<file path="config.mk">
export PLATFORM = sky130hd
export DESIGN_NAME = gne_ram
export DESIGN_NICKNAME = d
export VERILOG_FILES = /design/src/design/gne_pkg.sv /design/src/design/gne_ram.sv
export SDC_FILE = /design/constraint.sdc
export NUM_CORES = 1
export LEC_CHECK = 0
export BUFFER_PORTS_ARGS = -buffer_cell sky130_fd_sc_hd__buf_2
export CELL_PAD_IN_SITES_DETAIL_PLACEMENT = 0
export CELL_PAD_IN_SITES_GLOBAL_PLACEMENT = 1
export CORE_MARGIN = 3
export CORE_UTILIZATION = 53
export DETAILED_ROUTE_END_ITERATION = 8
export MAX_ROUTING_LAYER = met4
export PLACE_DENSITY_LB_ADDON = 0.1
export SETUP_SLACK_MARGIN = 0.4
export SYNTH_ARGS = -nofsm -noshare
export SYNTH_HDL_FRONTEND = slang
export SYNTH_SLANG_ARGS = --single-unit
</file>
<file path="constraint.sdc">
create_clock -name clock -period 2.6 [get_ports clock]
set_input_delay 0.52 -clock clock [delete_from_list [all_inputs] [get_ports clock]]
set_output_delay 0.52 -clock clock [all_outputs]
set_load 0.02 [all_outputs]
</file>
<file path="src/design/gne_pkg.sv">
package gne_pkg;

   localparam int IDX_W = 8;
   localparam int IDX_ENTRIES = 1 << IDX_W;
   localparam int KIND_W = 3;

   typedef enum logic [1:0] {
      REQ_SET  = 2'd0,
      REQ_READ = 2'd1,
      REQ_ADD  = 2'd2,
      REQ_SIM  = 2'd3
   } req_kind_type;

   typedef enum logic [KIND_W-1:0] {
      KIND_AND     = 3'd0,
      KIND_NAND    = 3'd1,
      KIND_OR      = 3'd2,
      KIND_NOR     = 3'd3,
      KIND_XOR     = 3'd4,
      KIND_XNOR    = 3'd5,
      KIND_NOT     = 3'd6,
      KIND_INVALID = 3'd7
   } gate_kind_type;

   typedef enum logic [1:0] {
      STATUS_OK       = 2'd0,
      STATUS_FULL     = 2'd1,
      STATUS_BAD_KIND = 2'd2
   } status_type;

   typedef enum logic [2:0] {
      ST_CLEAR,
      ST_IDLE,
      ST_READ,
      ST_SIM,
      ST_REPLY
   } state_type;

   typedef struct packed {
      logic busy;
      logic done;
   } sweep_status_type;

   function automatic logic gate_eval(gate_kind_type kind, logic a, logic b);
      logic y;
      case (kind)
         KIND_AND:  y = a & b;
         KIND_NAND: y = ~(a & b);
         KIND_OR:   y = a | b;
         KIND_NOR:  y = ~(a | b);
         KIND_XOR:  y = a ^ b;
         KIND_XNOR: y = ~(a ^ b);
         default:   y = ~a;
      endcase
      return y;
   endfunction

endpackage

</file>
<file path="src/design/gne_ram.sv">
module gne_ram import gne_pkg::*; #(
   parameter int WIDTH = 1,
   parameter int DEPTH = 256,
   parameter int AW = (DEPTH > 1) ? $clog2(DEPTH) : 1
) (
   input  logic             clock,
   input  logic             we,
   input  logic [AW-1:0]    waddr,
   input  logic [WIDTH-1:0] wdata,
   input  logic [AW-1:0]    raddr,
   output logic [WIDTH-1:0] rdata
);

   logic [WIDTH-1:0] mem [DEPTH];
   logic [WIDTH-1:0] rdata_ff;

   always_ff @(posedge clock) begin
      if (we) begin
         mem[waddr] <= wdata;
      end
      rdata_ff <= mem[raddr];
   end

   assign rdata = rdata_ff;

endmodule

</file>
==> results.txt <==
For hold timing, the worst endpoint is rdata$_DFF_P_. The average cell area after synthesis is 14.1 um^2. The number of routed nets with antenna violations is 0. The master cell of the clock root buffer is clkbuf_16.

The number of antenna violations at the first check in global routing is 0. The largest area contributor in the synthesized netlist is edfxtp_1. The buffer depth of the longest clock path is 3. The count of H-tree levels built during CTS is 1. The clock sink count is 257. The floorplan die width is 151 um. Setup repair after global routing left no endpoint under its margin. The time the final worst path needs with I/O delays and setup is 2.16 ns. The post-route fraction of the period consumed by the critical path came out at between 80 and 90%. The startpoint of the most critical hold path is raddr[7]. Ranked by total cell area, the synthesized netlist is headed by edfxtp_1 (69%), nor2_1 (9.0%), mux4_2 (8.5%), mux2i_1 (4.6%), clkbuf_1 (1.3%). The type of the tightest min-delay check is in2reg. Setup violations remaining at the end of the flow were counted as 0. The placer's final routability congestion estimate is 0.812. The total leakage power came out at 3.97 nW. The effective utilization at floorplan is around 54%. Of the cells placed in the final design, the portion with a size suffix greater than 1 is 17.6%. For this run, the register share of the synthesized area comes to slightly below 70%.

The total via count after detailed routing came out at 6,685. The maximum vdd ir drop came out at 0.552 mV. The maximum clock frequency came out at 462 MHz. The tool flagged a number of max-cap violations equal to 0. The routed wire length per instance is between 20 and 25 um. The startpoint-to-endpoint class of the critical path is reg2reg. After detailed placement, the total cell area comes to 0.0118 mm^2. The number of enable-type register cells in the synthesized netlist is approximately 260. The worst-case setup margin in the final layout is 0.437 ns. The worst setup path is captured at a flop. The fraction of synthesized cell area taken by the top area cell type came out at 69.1%.

The data arrival time of the critical path is 2.55 ns. The final standard cell area without fillers came out at about 0.013 mm^2. Setup slack on the worst reg-to-reg path comes out at 0.44 ns.

The count of boundary I/O pins came out at 20. The number of cells on the worst hold path came out at 3. The count of antenna diodes in the layout came out at 0. The number of pins exceeding their max-slew limit in the final report was 0.

The required time of the worst setup path came out at approximately 3 ns. The clock reaches the later pin of the worst-skew pair after 0.53 ns. In the post-synthesis netlist, the cell with the most instances is nor2_1. The worst setup path is launched from a flop. The final core area utilization came out at 61.7%. The number of port buffers is 19.

The global-route usage over all layers is 24.0%. The cell area after synthesis came out at approximately 0.011 mm^2. Of all nets on the critical path, the largest fanout is 1. The number of cell instances on the worst register-to-register path came out at 6. The number of buffers added by the clock tree synthesis step came out at 27. The number of DRC violations after detailed routing is 0.

In this run the critical register-to-register path is launched from mem[75]$_DFFE_PP_. After the first detailed-routing iteration, the DRC count stood at 576. The first-pass detailed-route iteration total came out at 5. In this run the tightest slew margin relative to its limit is 53.7%.

The power density over the cells came out at 693 mW/mm^2. The number of endpoints with negative hold slack in the final report is 0. The launch point of the critical path is mem[75]$_DFFE_PP_. The synthesized flop and latch total is 257. The clock-pin slew reported for the worst setup and hold paths after clock tree synthesis is about 0.06 ns. The die outline area came out at 0.0228 mm^2. The run finished with clean final reports.

The worst clock skew came out at 0.0145 ns. At the pin with the least slew margin, the transition time is 0.692 ns. The HPWL after detailed placement is 16.0 mm. The routed via count divided by cell count is 5.97. The post-place setup slack is -0.0284 ns. The remaining global-route overflow is 0.

The via count of the first global-routing pass is 6,720. The wire length reported by the detailed router is approximately 26 mm. The net count of the finished layout is 852. The most used flip-flop cell after synthesis is edfxtp_1. The standard cell core area came out at between 0.02 and 0.025 mm^2. The floorplan has 52 rows. The number of standard cells after synthesis is 788. The endpoint identified for the worst register-to-register timing path is rdata$_DFF_P_. The number of library cell types mapped by synthesis is 35.

Of all flip-flops after synthesis, the portion carrying an async set or reset was 0%. The area added between synthesis and finish is 13.3%. The first global-routing pass estimated 39.2 mm of wire. Entering global routing, the biggest net connects 99 pins. The total number of yosys warnings came out at 0. The chip height is about 150 um. By count the netlist is led by nor2_1 (268), edfxtp_1 (256), mux2i_1 (51), mux4_2 (42), clkbuf_1 (39).

TritonCTS built the clock tree. The number of nets in the synthesized netlist came out at 807.
[final cells by class]
type / instances / area [um^2]
Clock inverter: 13 / 134
Multi-Input combinational cell: 474 / 3140
Fill cell: 1620 / 7830
Sequential cell: 257 / 7710
Tap cell: 270 / 338
Clock buffer: 33 / 698
Timing Repair Buffer: 72 / 579
Inverter: 1 / 3.75
[power breakdown]
part	total (mW)	internal, mW	switching, mW
registers	4.57	4.57	0.00333
clock network	3.67	2.18	1.49
logic	0.487	0.185	0.302
total	8.73	6.93	1.80
[kinds of logic (layout without fill, tap and decap cells)]
logic type	after synthesis	after routing	synth area share, %
compound gates	50	50	3.11
flops	257	257	69.3
mux	94	94	13.2
buf+inv	57	119	2.50
simple gates	330	330	11.9
[what timing repair did]
| item | in CTS | in global routing |
|---|---|---|
| endpoints found under the setup margin | 0 | 1 |
| gates resized for setup | 0 | 1 |
| setup buffers | 0 | 0 |
| hold buffers | 0 | 0 |
[state kept, by name (all words and copies together), names as in the netlist]
signal  count
mem       256
rdata       1
[per-layer routing]
metal  global-route usage (%)  share of wire, %  vias to the layer above
met4                     6.03               1.9                        0
met2                     38.8                50                      239
li1                         -                 -                     3010
met5                        -                 0                        -
met3                     4.19               7.8                       45
met1                     32.1                40                     3391
[worst max-delay path: stages (launching register included)]
cell      delay, ns
edfxtp_1       0.37
mux4_2         0.47
a22o_1         0.28
nor4_1         0.19
a31oi_1        0.07
a311oi_1       0.47
a22oi_1        0.16
[cells in the final DEF (no fill, tap or decap), types with 6 or more instances in the layout]
cell	instances
nor2_1	268
edfxtp_1	256
mux2i_1	51
buf_4	49
mux4_2	42
clkbuf_16	27
nand2_1	23
o22ai_1	23
buf_2	16
nand3_1	12
nor2b_1	9
a22oi_1	8
a22o_1	6
clkbuf_1	6
buf_12	6
[per-stage QoR]
stage                     power (mW)  cells  hold slack [ns]  setup TNS, ns
final                           8.73   1120            0.450              0
after global routing            9.01   1120            0.455              0
after global placement          5.13   1074            0.934        -0.0544
after detailed placement        5.14   1074            0.931        -0.0284
after CTS                       8.79   1120            0.424              0
after floorplan                 4.93    788            0.619              0
[worst max-delay path by stage]
stage | to | slack, ns | cells after the start
2_1_floorplan | rdata$_DFF_P_ | 0.36 | 8
3_3_place_gp | rdata$_DFF_P_ | -0.05 | 9
3_5_place_dp | rdata$_DFF_P_ | -0.03 | 9
4_1_cts | rdata$_DFF_P_ | 0.51 | 6
5_1_grt | rdata$_DFF_P_ | 0.41 | 6
6_report | rdata$_DFF_P_ | 0.44 | 6
No activity file was read; power rests on OpenSTA's default activity.
