File: src/design/gne_pkg.sv
package gne_pkg;

   localparam int IDX_W = 8;
   localparam int IDX_ENTRIES = 1 << IDX_W;
   localparam int KIND_W = 3;

   typedef enum logic [1:0] {
      REQ_SET  = 2'd0,
      REQ_READ = 2'd1,
      REQ_ADD  = 2'd2,
      REQ_SIM  = 2'd3
   } req_kind_type;

   typedef enum logic [KIND_W-1:0] {
      KIND_AND     = 3'd0,
      KIND_NAND    = 3'd1,
      KIND_OR      = 3'd2,
      KIND_NOR     = 3'd3,
      KIND_XOR     = 3'd4,
      KIND_XNOR    = 3'd5,
      KIND_NOT     = 3'd6,
      KIND_INVALID = 3'd7
   } gate_kind_type;

   typedef enum logic [1:0] {
      STATUS_OK       = 2'd0,
      STATUS_FULL     = 2'd1,
      STATUS_BAD_KIND = 2'd2
   } status_type;

   typedef enum logic [2:0] {
      ST_CLEAR,
      ST_IDLE,
      ST_READ,
      ST_SIM,
      ST_REPLY
   } state_type;

   typedef struct packed {
      logic busy;
      logic done;
   } sweep_status_type;

   function automatic logic gate_eval(gate_kind_type kind, logic a, logic b);
      logic y;
      case (kind)
         KIND_AND:  y = a & b;
         KIND_NAND: y = ~(a & b);
         KIND_OR:   y = a | b;
         KIND_NOR:  y = ~(a | b);
         KIND_XOR:  y = a ^ b;
         KIND_XNOR: y = ~(a ^ b);
         default:   y = ~a;
      endcase
      return y;
   endfunction

endpackage

File: src/design/gne_sweep.sv
module gne_sweep import gne_pkg::*; #(
   parameter int NODE_W = 8,
   parameter int GATE_AW = 8,
   parameter int COUNT_W = 9,
   parameter int ENTRY_W = KIND_W + 3 * NODE_W
) (
   input  logic                   clock,
   input  logic                   reset,
   input  logic                   start,
   input  logic [COUNT_W-1:0]     gate_count,
   output logic [GATE_AW-1:0]     gate_raddr,
   input  logic [ENTRY_W-1:0]     gate_rdata,
   output logic [NODE_W-1:0]      node_raddr_a,
   output logic [NODE_W-1:0]      node_raddr_b,
   input  logic                   node_qa,
   input  logic                   node_qb,
   output logic                   node_we,
   output logic [NODE_W-1:0]      node_waddr,
   output logic                   node_wdata,
   output sweep_status_type       status
);

   logic                running_ff, running_in;
   logic [COUNT_W-1:0]  gidx_ff, gidx_in;
   logic                g_vld_ff, g_vld_in;
   logic                n_vld_ff;
   gate_kind_type       n_kind_ff;
   logic [NODE_W-1:0]   n_out_ff;
   logic                fwd_a_ff, fwd_b_ff, fwd_val_ff;
   logic                issue;
   gate_kind_type       g_kind;
   logic [NODE_W-1:0]   g_in1, g_in2, g_out;
   logic                op_a, op_b;

   assign g_kind = gate_kind_type'(gate_rdata[ENTRY_W-1 -: KIND_W]);
   assign g_in1  = gate_rdata[3*NODE_W-1 -: NODE_W];
   assign g_in2  = gate_rdata[2*NODE_W-1 -: NODE_W];
   assign g_out  = gate_rdata[NODE_W-1:0];

   assign issue      = running_ff && (gidx_ff < gate_count);
   assign gate_raddr = gidx_ff[GATE_AW-1:0];

   assign node_raddr_a = g_in1;
   assign node_raddr_b = g_in2;

   assign op_a       = fwd_a_ff ? fwd_val_ff : node_qa;
   assign op_b       = fwd_b_ff ? fwd_val_ff : node_qb;
   assign node_we    = n_vld_ff;
   assign node_waddr = n_out_ff;
   assign node_wdata = gate_eval(n_kind_ff, op_a, op_b);

   assign status.busy = running_ff;
   assign status.done = running_ff && !issue && !g_vld_ff && !n_vld_ff;

   always_comb begin
      running_in = running_ff;
      gidx_in    = gidx_ff;
      g_vld_in   = 1'b0;
      if (start) begin
         running_in = 1'b1;
         gidx_in    = '0;
      end else if (issue) begin
         gidx_in  = gidx_ff + COUNT_W'(1);
         g_vld_in = 1'b1;
      end else if (status.done) begin
         running_in = 1'b0;
      end
   end

   always_ff @(posedge clock) begin
      if (reset) begin
         running_ff <= 1'b0;
         g_vld_ff   <= 1'b0;
         n_vld_ff   <= 1'b0;
      end else begin
         running_ff <= running_in;
         g_vld_ff   <= g_vld_in;
         n_vld_ff   <= g_vld_ff;
      end
   end

   always_ff @(posedge clock) begin
      gidx_ff    <= gidx_in;
      n_kind_ff  <= g_kind;
      n_out_ff   <= g_out;
      fwd_a_ff   <= node_we && (g_in1 == node_waddr);
      fwd_b_ff   <= node_we && (g_in2 == node_waddr);
      fwd_val_ff <= node_wdata;
   end

endmodule

File: config.mk
export PLATFORM = sky130hd
export DESIGN_NAME = gne_sweep
export DESIGN_NICKNAME = d
export VERILOG_FILES = /design/src/design/gne_pkg.sv /design/src/design/gne_sweep.sv
export SDC_FILE = /design/constraint.sdc
export NUM_CORES = 1
export LEC_CHECK = 0
export BUFFER_PORTS_ARGS = -buffer_cell sky130_fd_sc_hd__buf_2
export CELL_PAD_IN_SITES_DETAIL_PLACEMENT = 2
export CELL_PAD_IN_SITES_GLOBAL_PLACEMENT = 2
export CORE_MARGIN = 2
export CORE_UTILIZATION = 25
export CTS_CLUSTER_SIZE = 40
export DETAILED_ROUTE_END_ITERATION = 8
export PLACE_DENSITY = 0.78
export SLEW_MARGIN = 25
export SYNTH_ARGS = -nofsm -noshare
export SYNTH_HDL_FRONTEND = slang
export SYNTH_SLANG_ARGS = --single-unit
File: constraint.sdc
create_clock -name clock -period 2.75 [get_ports clock]
set_clock_uncertainty 0.2 [all_clocks]
set_input_delay 0.55 -clock clock [delete_from_list [all_inputs] [get_ports clock]]
set_output_delay 0.55 -clock clock [all_outputs]
set_load 0.05 [all_outputs]
==> results of run 1 <==
cells by family after synthesis:
group                    share of synthesized area [%]
AO/OA/AOI/OAI                                     7.57
AND/OR/NAND/NOR                                   15.2
buffers and inverters                             17.0
adder cells (fa/ha/maj)                           9.05
flip-flops                                        34.2
multiplexers                                      5.93
XOR/XNOR                                          10.9
cell usage after synthesis:
master,n
dfxtp_1,26
buf_4,25
inv_1,14
ha_1,11
nor2_1,11
xor2_1,11
xnor2_1,8
a21oi_1,7
nor2b_1,6
nand2_1,5
nor4_1,5
nand4_1,4
mux2_1,3
mux2i_1,3
nand3_1,3
o21ai_0,3
a211oi_2,2
and3_1,2
and3_2,2
clkbuf_1,2
nand2b_1,2
o211ai_1,2
a21o_1,1
a31o_1,1
a31o_2,1
buf_6,1
mux2_2,1
mux2_4,1
nand3_2,1
nor3_1,1
nor3b_1,1
power groups by stage:
stage / Combinational, mW / Clock [mW] / Sequential, mW
after CTS: 0.222 / 0.267 / 0.408
after detailed placement: 0.221 / 0 / 0.416
final: 0.223 / 0.249 / 0.407
after floorplan: 0.148 / 0 / 0.436
after global routing: 0.240 / 0.280 / 0.410
after global placement: 0.215 / 0 / 0.415
critical path, delay by kind of cell, from the launching register on:
family	cells	cell delay (ns)
XOR/XNOR	1	0.14
buffers and inverters	2	0.23
AO/OA/AOI/OAI	2	0.27
adder cells (fa/ha/maj)	1	0.23
multiplexers	1	0.37
flip-flops	1	0.36
final timing paths:
path	startpoint	slack, ns	end
max	fwd_a_ff	0.12	node_wdata
min	gate_rdata[1]	0.17	node_waddr[1]
max reg2reg	gidx_ff[3]	0.41	gidx_ff[5]
min reg2reg	n_kind_ff[2]	0.29	fwd_val_ff
metrics by stage:
stage	instance area, sq um	util [%]
2_1_floorplan	1530	-
3_3_place_gp	1820	31.0
3_5_place_dp	1820	31.0
4_1_cts	1880	31.9
5_1_grt	1900	32.2
6_report	1900	32.2
timing repair:
action / 4_1_cts / 5_1_grt
pin swaps: 0 / 1
resized for setup: 1 / 9
endpoints found under the setup margin: 1 / 2
cells in the final DEF (no fill, tap or decap), types with 2 or more instances in the layout:
master    instances
mux2i_1           3
a21oi_2           2
a211oi_2          2
nor4_1            4
nor2_1           11
mux2_1            3
o211ai_1          2
nand3_1           3
buf_4             5
xnor2_1           8
dfxtp_1          24
a21oi_1           5
ha_1             11
o21ai_1           2
clkbuf_8          4
buf_2            74
and3_1            2
nand2b_1          2
nand2_1           5
xor2_1           11
nand4_1           4
dfxtp_2           2
and3_2            2
inv_1            14
nor2b_1           6
final cells by class:
type / instances / area (sq um) / share of cell area [%]
multi-input cells: 98 / 754 / 39.7
flip-flops and latches: 26 / 523 / 27.6
clock buffers: 4 / 55.1 / 2.90
well taps: 75 / 93.8 / 4.94
repair buffers: 80 / 419 / 22.1
inverters: 14 / 52.6 / 2.77
flip-flops by register name, summed over array words and instances (netlist names):
register,flops
fwd_a_ff,1
fwd_b_ff,1
fwd_val_ff,1
g_vld_ff,1
gidx_ff,9
n_kind_ff,3
node_waddr,8
node_we,1
running_ff,1
per-layer routing:
layer | global-route usage [%] | share of wire (%) | routed length [microns]
met1 | 14.2 | 41 | 1710
met3 | 2.64 | 2.8 | 115
met4 | 3.00 | 0.53 | 22
met5 | 0 | 0 | 0
met2 | 21.7 | 55 | 2280
==> impl_metrics.env, run 1 <==
export IMPL_status="finished clean"
export IMPL_layout_setup_ws_ns=0.122
export IMPL_dp_cells=293
export IMPL_crit_chain="mux2_2 -> inv_1 -> ha_1 -> xor2_1 -> o211ai_1 -> o21ai_1 -> buf_6"
export IMPL_cp_end_kind="output port"
export IMPL_clock_latency_ns=0.27
export IMPL_cp_required_ns=2.00
export IMPL_ant_nets=0
export IMPL_finalSetupViolCount=0
export IMPL_hp_class="input port to flop"
export IMPL_critPathLaunchType="flop"
export IMPL_rsz0062_at_grt="yes"
export IMPL_final_nets=275
export IMPL_arrival_ns=1.88
export IMPL_synth_top_cell_area_share_pct=34.2
export IMPL_p_sw_share_pct=32.4
export IMPL_synthTopCellsByArea="dfxtp_1, buf_4, ha_1"
export IMPL_slowest_delay_ns=0.37
export IMPL_antenna_cells=0
export IMPL_power_share_clock_pct=28.3
export IMPL_synthCells=166
export IMPL_combinationalPowerShare_pct=25.3
export IMPL_cts_max_level=1
export IMPL_layout_min_cycle_time_ns=2.63
export IMPL_start_util_pct=25.8
export IMPL_via_per_inst=4.26
export IMPL_clockBufferDepth=2
export IMPL_max_cap_viol_count=0
export IMPL_port_buffers=76
export IMPL_die_w_microns=82.0
export IMPL_worstMarginPinSlew_ns=0.327
export IMPL_grt_pass1_wl_mm=6.13
export IMPL_grt_overflow_total=0
export IMPL_p_switching_uw=285
export IMPL_root_buffer="clkbuf_8"
export IMPL_grtUsageTotal_pct=12.0
export IMPL_grt_max_degree=19
export IMPL_die_height_microns=82.0
export IMPL_hold_violations=0
export IMPL_n_fill_cell=704
export IMPL_cts_buffers=3
export IMPL_clkTransAtPathRegs_ns=0.09
export IMPL_vias=1266
export IMPL_clock_sinks=26
export IMPL_clock_fmax_ghz=0.381
export IMPL_holdPathStages=1
export IMPL_die_area_sq_um=6720
export IMPL_drtIter0Drc=37
export IMPL_power_frac_seq_pct=46.4
export IMPL_num_rows=28
export IMPL_cts_setup_buffers=0
export IMPL_leakage_nw=0.953
export IMPL_dpl_hpwl_mm=3.53
export IMPL_drive_gt1_share_pct=43.7
export IMPL_relSlewSlack_pct=78.0
export IMPL_path_class="flop to output port"
export IMPL_post_route_period_util_pct=95.5
export IMPL_maxSlewViolCount=0
export IMPL_postRouteWirelength_mm=4.13
export IMPL_syn_area_sq_um=1520
export IMPL_internal_power_uw=594
export IMPL_cts_hold_buf=0
export IMPL_globalplace_congestion=0.689
export IMPL_dpl_worst_slack_ns=0.00394
export IMPL_grt_pass1_vias=1305
export IMPL_first_pass_iters=2
export IMPL_ys_seq_elements=26
export IMPL_drt_wirelength_per_cell_microns=13.9
export IMPL_antenna_found_initial=0
export IMPL_cts_tree="built"
export IMPL_holdWs_ns=0.173
export IMPL_reg2reg_depth=7
export IMPL_area_growth_pct=24.9
export IMPL_avgSynthCellArea_sq_um=9.16
export IMPL_p_per_area_nw_per_um2=463
export IMPL_vdd_drop_max_v=0.000162
export IMPL_synth_cell_types=31
export IMPL_cpMaxStageDelayCell="mux2_2"
export IMPL_yosys_area_top_type="dfxtp_1"
export IMPL_totalPowerFinal_uw=879
export IMPL_drc=0
export IMPL_final_cell_count_no_fill=297
export IMPL_cp_max_fo=3
export IMPL_yosysSeqAreaShare_pct=34.2
export IMPL_yosysWarnings=0
export IMPL_synth_nets=218
export IMPL_core_area_sq_um=5890
export IMPL_fin_setup_tns_ns=0
export IMPL_io_pins=77
Power figures use the tool's default switching activity.
==> inputs of run 2 (changes only) <==
- CAP_MARGIN: default -> 20
- REMOVE_ABC_BUFFERS: default -> 1
==> impl_metrics.env, run 2 (synthesized netlist as in run 1, its figures left out) <==
export IMPL_final_area_sq_um=1920
export IMPL_grt_pass1_vias=1434
export IMPL_globalplace_congestion=0.705
export IMPL_antenna_cells=0
export IMPL_holdWs_ns=0.170
export IMPL_area_growth_pct=26.4
export IMPL_hp_class="input port to flop"
export IMPL_drt_wirelength_per_cell_microns=13.8
export IMPL_relSlewSlack_pct=77.4
export IMPL_grt_max_degree=19
export IMPL_hold_start="gate_rdata[3]"
export IMPL_utilization_pct=32.7
export IMPL_cts_hold_buf=0
export IMPL_grt_overflow_total=0
export IMPL_rr_endpoint="gidx_ff[5]"
export IMPL_root_buffer="clkbuf_8"
export IMPL_cp_required_ns=2.00
export IMPL_layout_common_cells="buf_2, dfxtp_1, inv_1"
export IMPL_status="finished clean"
export IMPL_clockBufferDepth=2
export IMPL_ant_nets=0
export IMPL_grtUsageTotal_pct=12.7
export IMPL_final_common_cell="buf_2"
export IMPL_die_height_microns=82.0
export IMPL_max_cap_viol_count=0
export IMPL_dpl_hpwl_mm=3.50
export IMPL_final_nets=276
export IMPL_final_cell_count_no_fill=298
export IMPL_leakage_nw=0.965
export IMPL_clock_sinks=26
export IMPL_cts_tree="built"
export IMPL_start_util_pct=25.8
export IMPL_critPathLaunchType="flop"
export IMPL_via_per_inst=4.30
export IMPL_clock_fmax_ghz=0.383
export IMPL_totalPowerFinal_uw=954
export IMPL_worstReg2RegStart="gidx_ff[4]"
export IMPL_worstMarginPinSlew_ns=0.336
export IMPL_num_rows=28
export IMPL_cts_buffers=3
export IMPL_drive_gt1_share_pct=43.9
export IMPL_startpoint="fwd_a_ff"
export IMPL_first_pass_iters=3
export IMPL_holdPathEnd="node_waddr[3]"
export IMPL_r2r_slack_ns=0.45
export IMPL_dp_cells=294
export IMPL_arrival_ns=1.86
export IMPL_vias=1280
export IMPL_rsz0062_at_grt="no"
export IMPL_grt_pass1_wl_mm=6.60
export IMPL_clock_latency_ns=0.27
export IMPL_drc=0
export IMPL_die_w_microns=82.0
export IMPL_largest_reg_flops=9
export IMPL_post_route_period_util_pct=94.9
export IMPL_cts_max_level=1
export IMPL_maxSlewViolCount=0
export IMPL_clkTransAtPathRegs_ns=0.10
export IMPL_cp_max_fo=3
export IMPL_core_area_sq_um=5890
export IMPL_die_area_sq_um=6720
export IMPL_vdd_drop_max_v=0.000237
export IMPL_hold_violations=0
export IMPL_cp_end_kind="output port"
export IMPL_port_buffers=76
export IMPL_placed_area_sq_um=1830
export IMPL_p_per_area_nw_per_um2=497
export IMPL_holdPathStages=1
export IMPL_antenna_found_initial=0
export IMPL_io_pins=77
export IMPL_largest_register="gidx_ff"
export IMPL_layout_min_cycle_time_ns=2.61
export IMPL_postRouteWirelength_mm=4.12
export IMPL_finalSetupViolCount=0
export IMPL_drtIter0Drc=14
export IMPL_path_class="flop to output port"
export IMPL_reg2reg_depth=7
[run 2: cell count changes in the layout (fill, tap and decap cells not counted), sizes merged]
cell,previous run,this run
buf,80,81
clkbuf,4,3
bufinv,0,1
[run 2: per-stage QoR]
| step | setup TNS [ns] | setup slack [ns] |
|---|---|---|
| global route | 0 | 0.0106 |
| CTS | 0 | 0.00935 |
| global placement | 0 | 0.0814 |
| detailed placement | -0.00533 | -0.00533 |
| floorplan | -1.37 | -0.827 |
| finish | 0 | 0.139 |
[run 2: cell type report]
type	count	area (sq um)
fillers	714	3960
multi-input cells	98	754
flip-flops and latches	26	523
repair buffers	81	427
well taps	75	93.8
inverters	14	52.6
clock buffers	3	41.3
clock inverters	1	30.0
[run 2: worst max path at each step]
| stage | end | slack [ns] | depth (start not counted) |
|---|---|---|---|
| 2_1_floorplan | status[0] | -0.83 | 5 |
| 3_3_place_gp | node_wdata | 0.08 | 8 |
| 3_5_place_dp | status[0] | -0.005 | 8 |
| 4_1_cts | status[0] | 0.009 | 6 |
| 5_1_grt | node_wdata | 0.01 | 7 |
| 6_report | node_wdata | 0.14 | 7 |
[run 2: routing by layer]
metal | up-vias | global-route usage (%) | share of wire [%]
li1 | 641 | - | -
met1 | 611 | 15.7 | 40
met2 | 26 | 22.8 | 55
met3 | 2 | 2.31 | 3.9
met4 | 0 | 3.00 | 0.70
met5 | - | 0 | 0
[run 2: power by group]
group / total, mW / internal [mW] / switching [mW]
combinational: 0.223 / 0.0742 / 0.148
sequential: 0.407 / 0.392 / 0.0150
clock: 0.325 / 0.195 / 0.130
[run 2: timing repair]
item                       in CTS  in global routing
setup endpoints to repair       1                  2
hold endpoints to repair        0                  0
pin swaps                       0                  1
setup buffers                   0                  0
gates resized for setup         1                 10
[run 2: critical path, cell delays in order (launching register included)]
cell and delay (ns):
dfxtp_1 0.33, mux2_2 0.36, inv_1 0.07, ha_1 0.24, xor2_1 0.14, o211ai_1 0.15, o21ai_1 0.13, buf_6 0.17
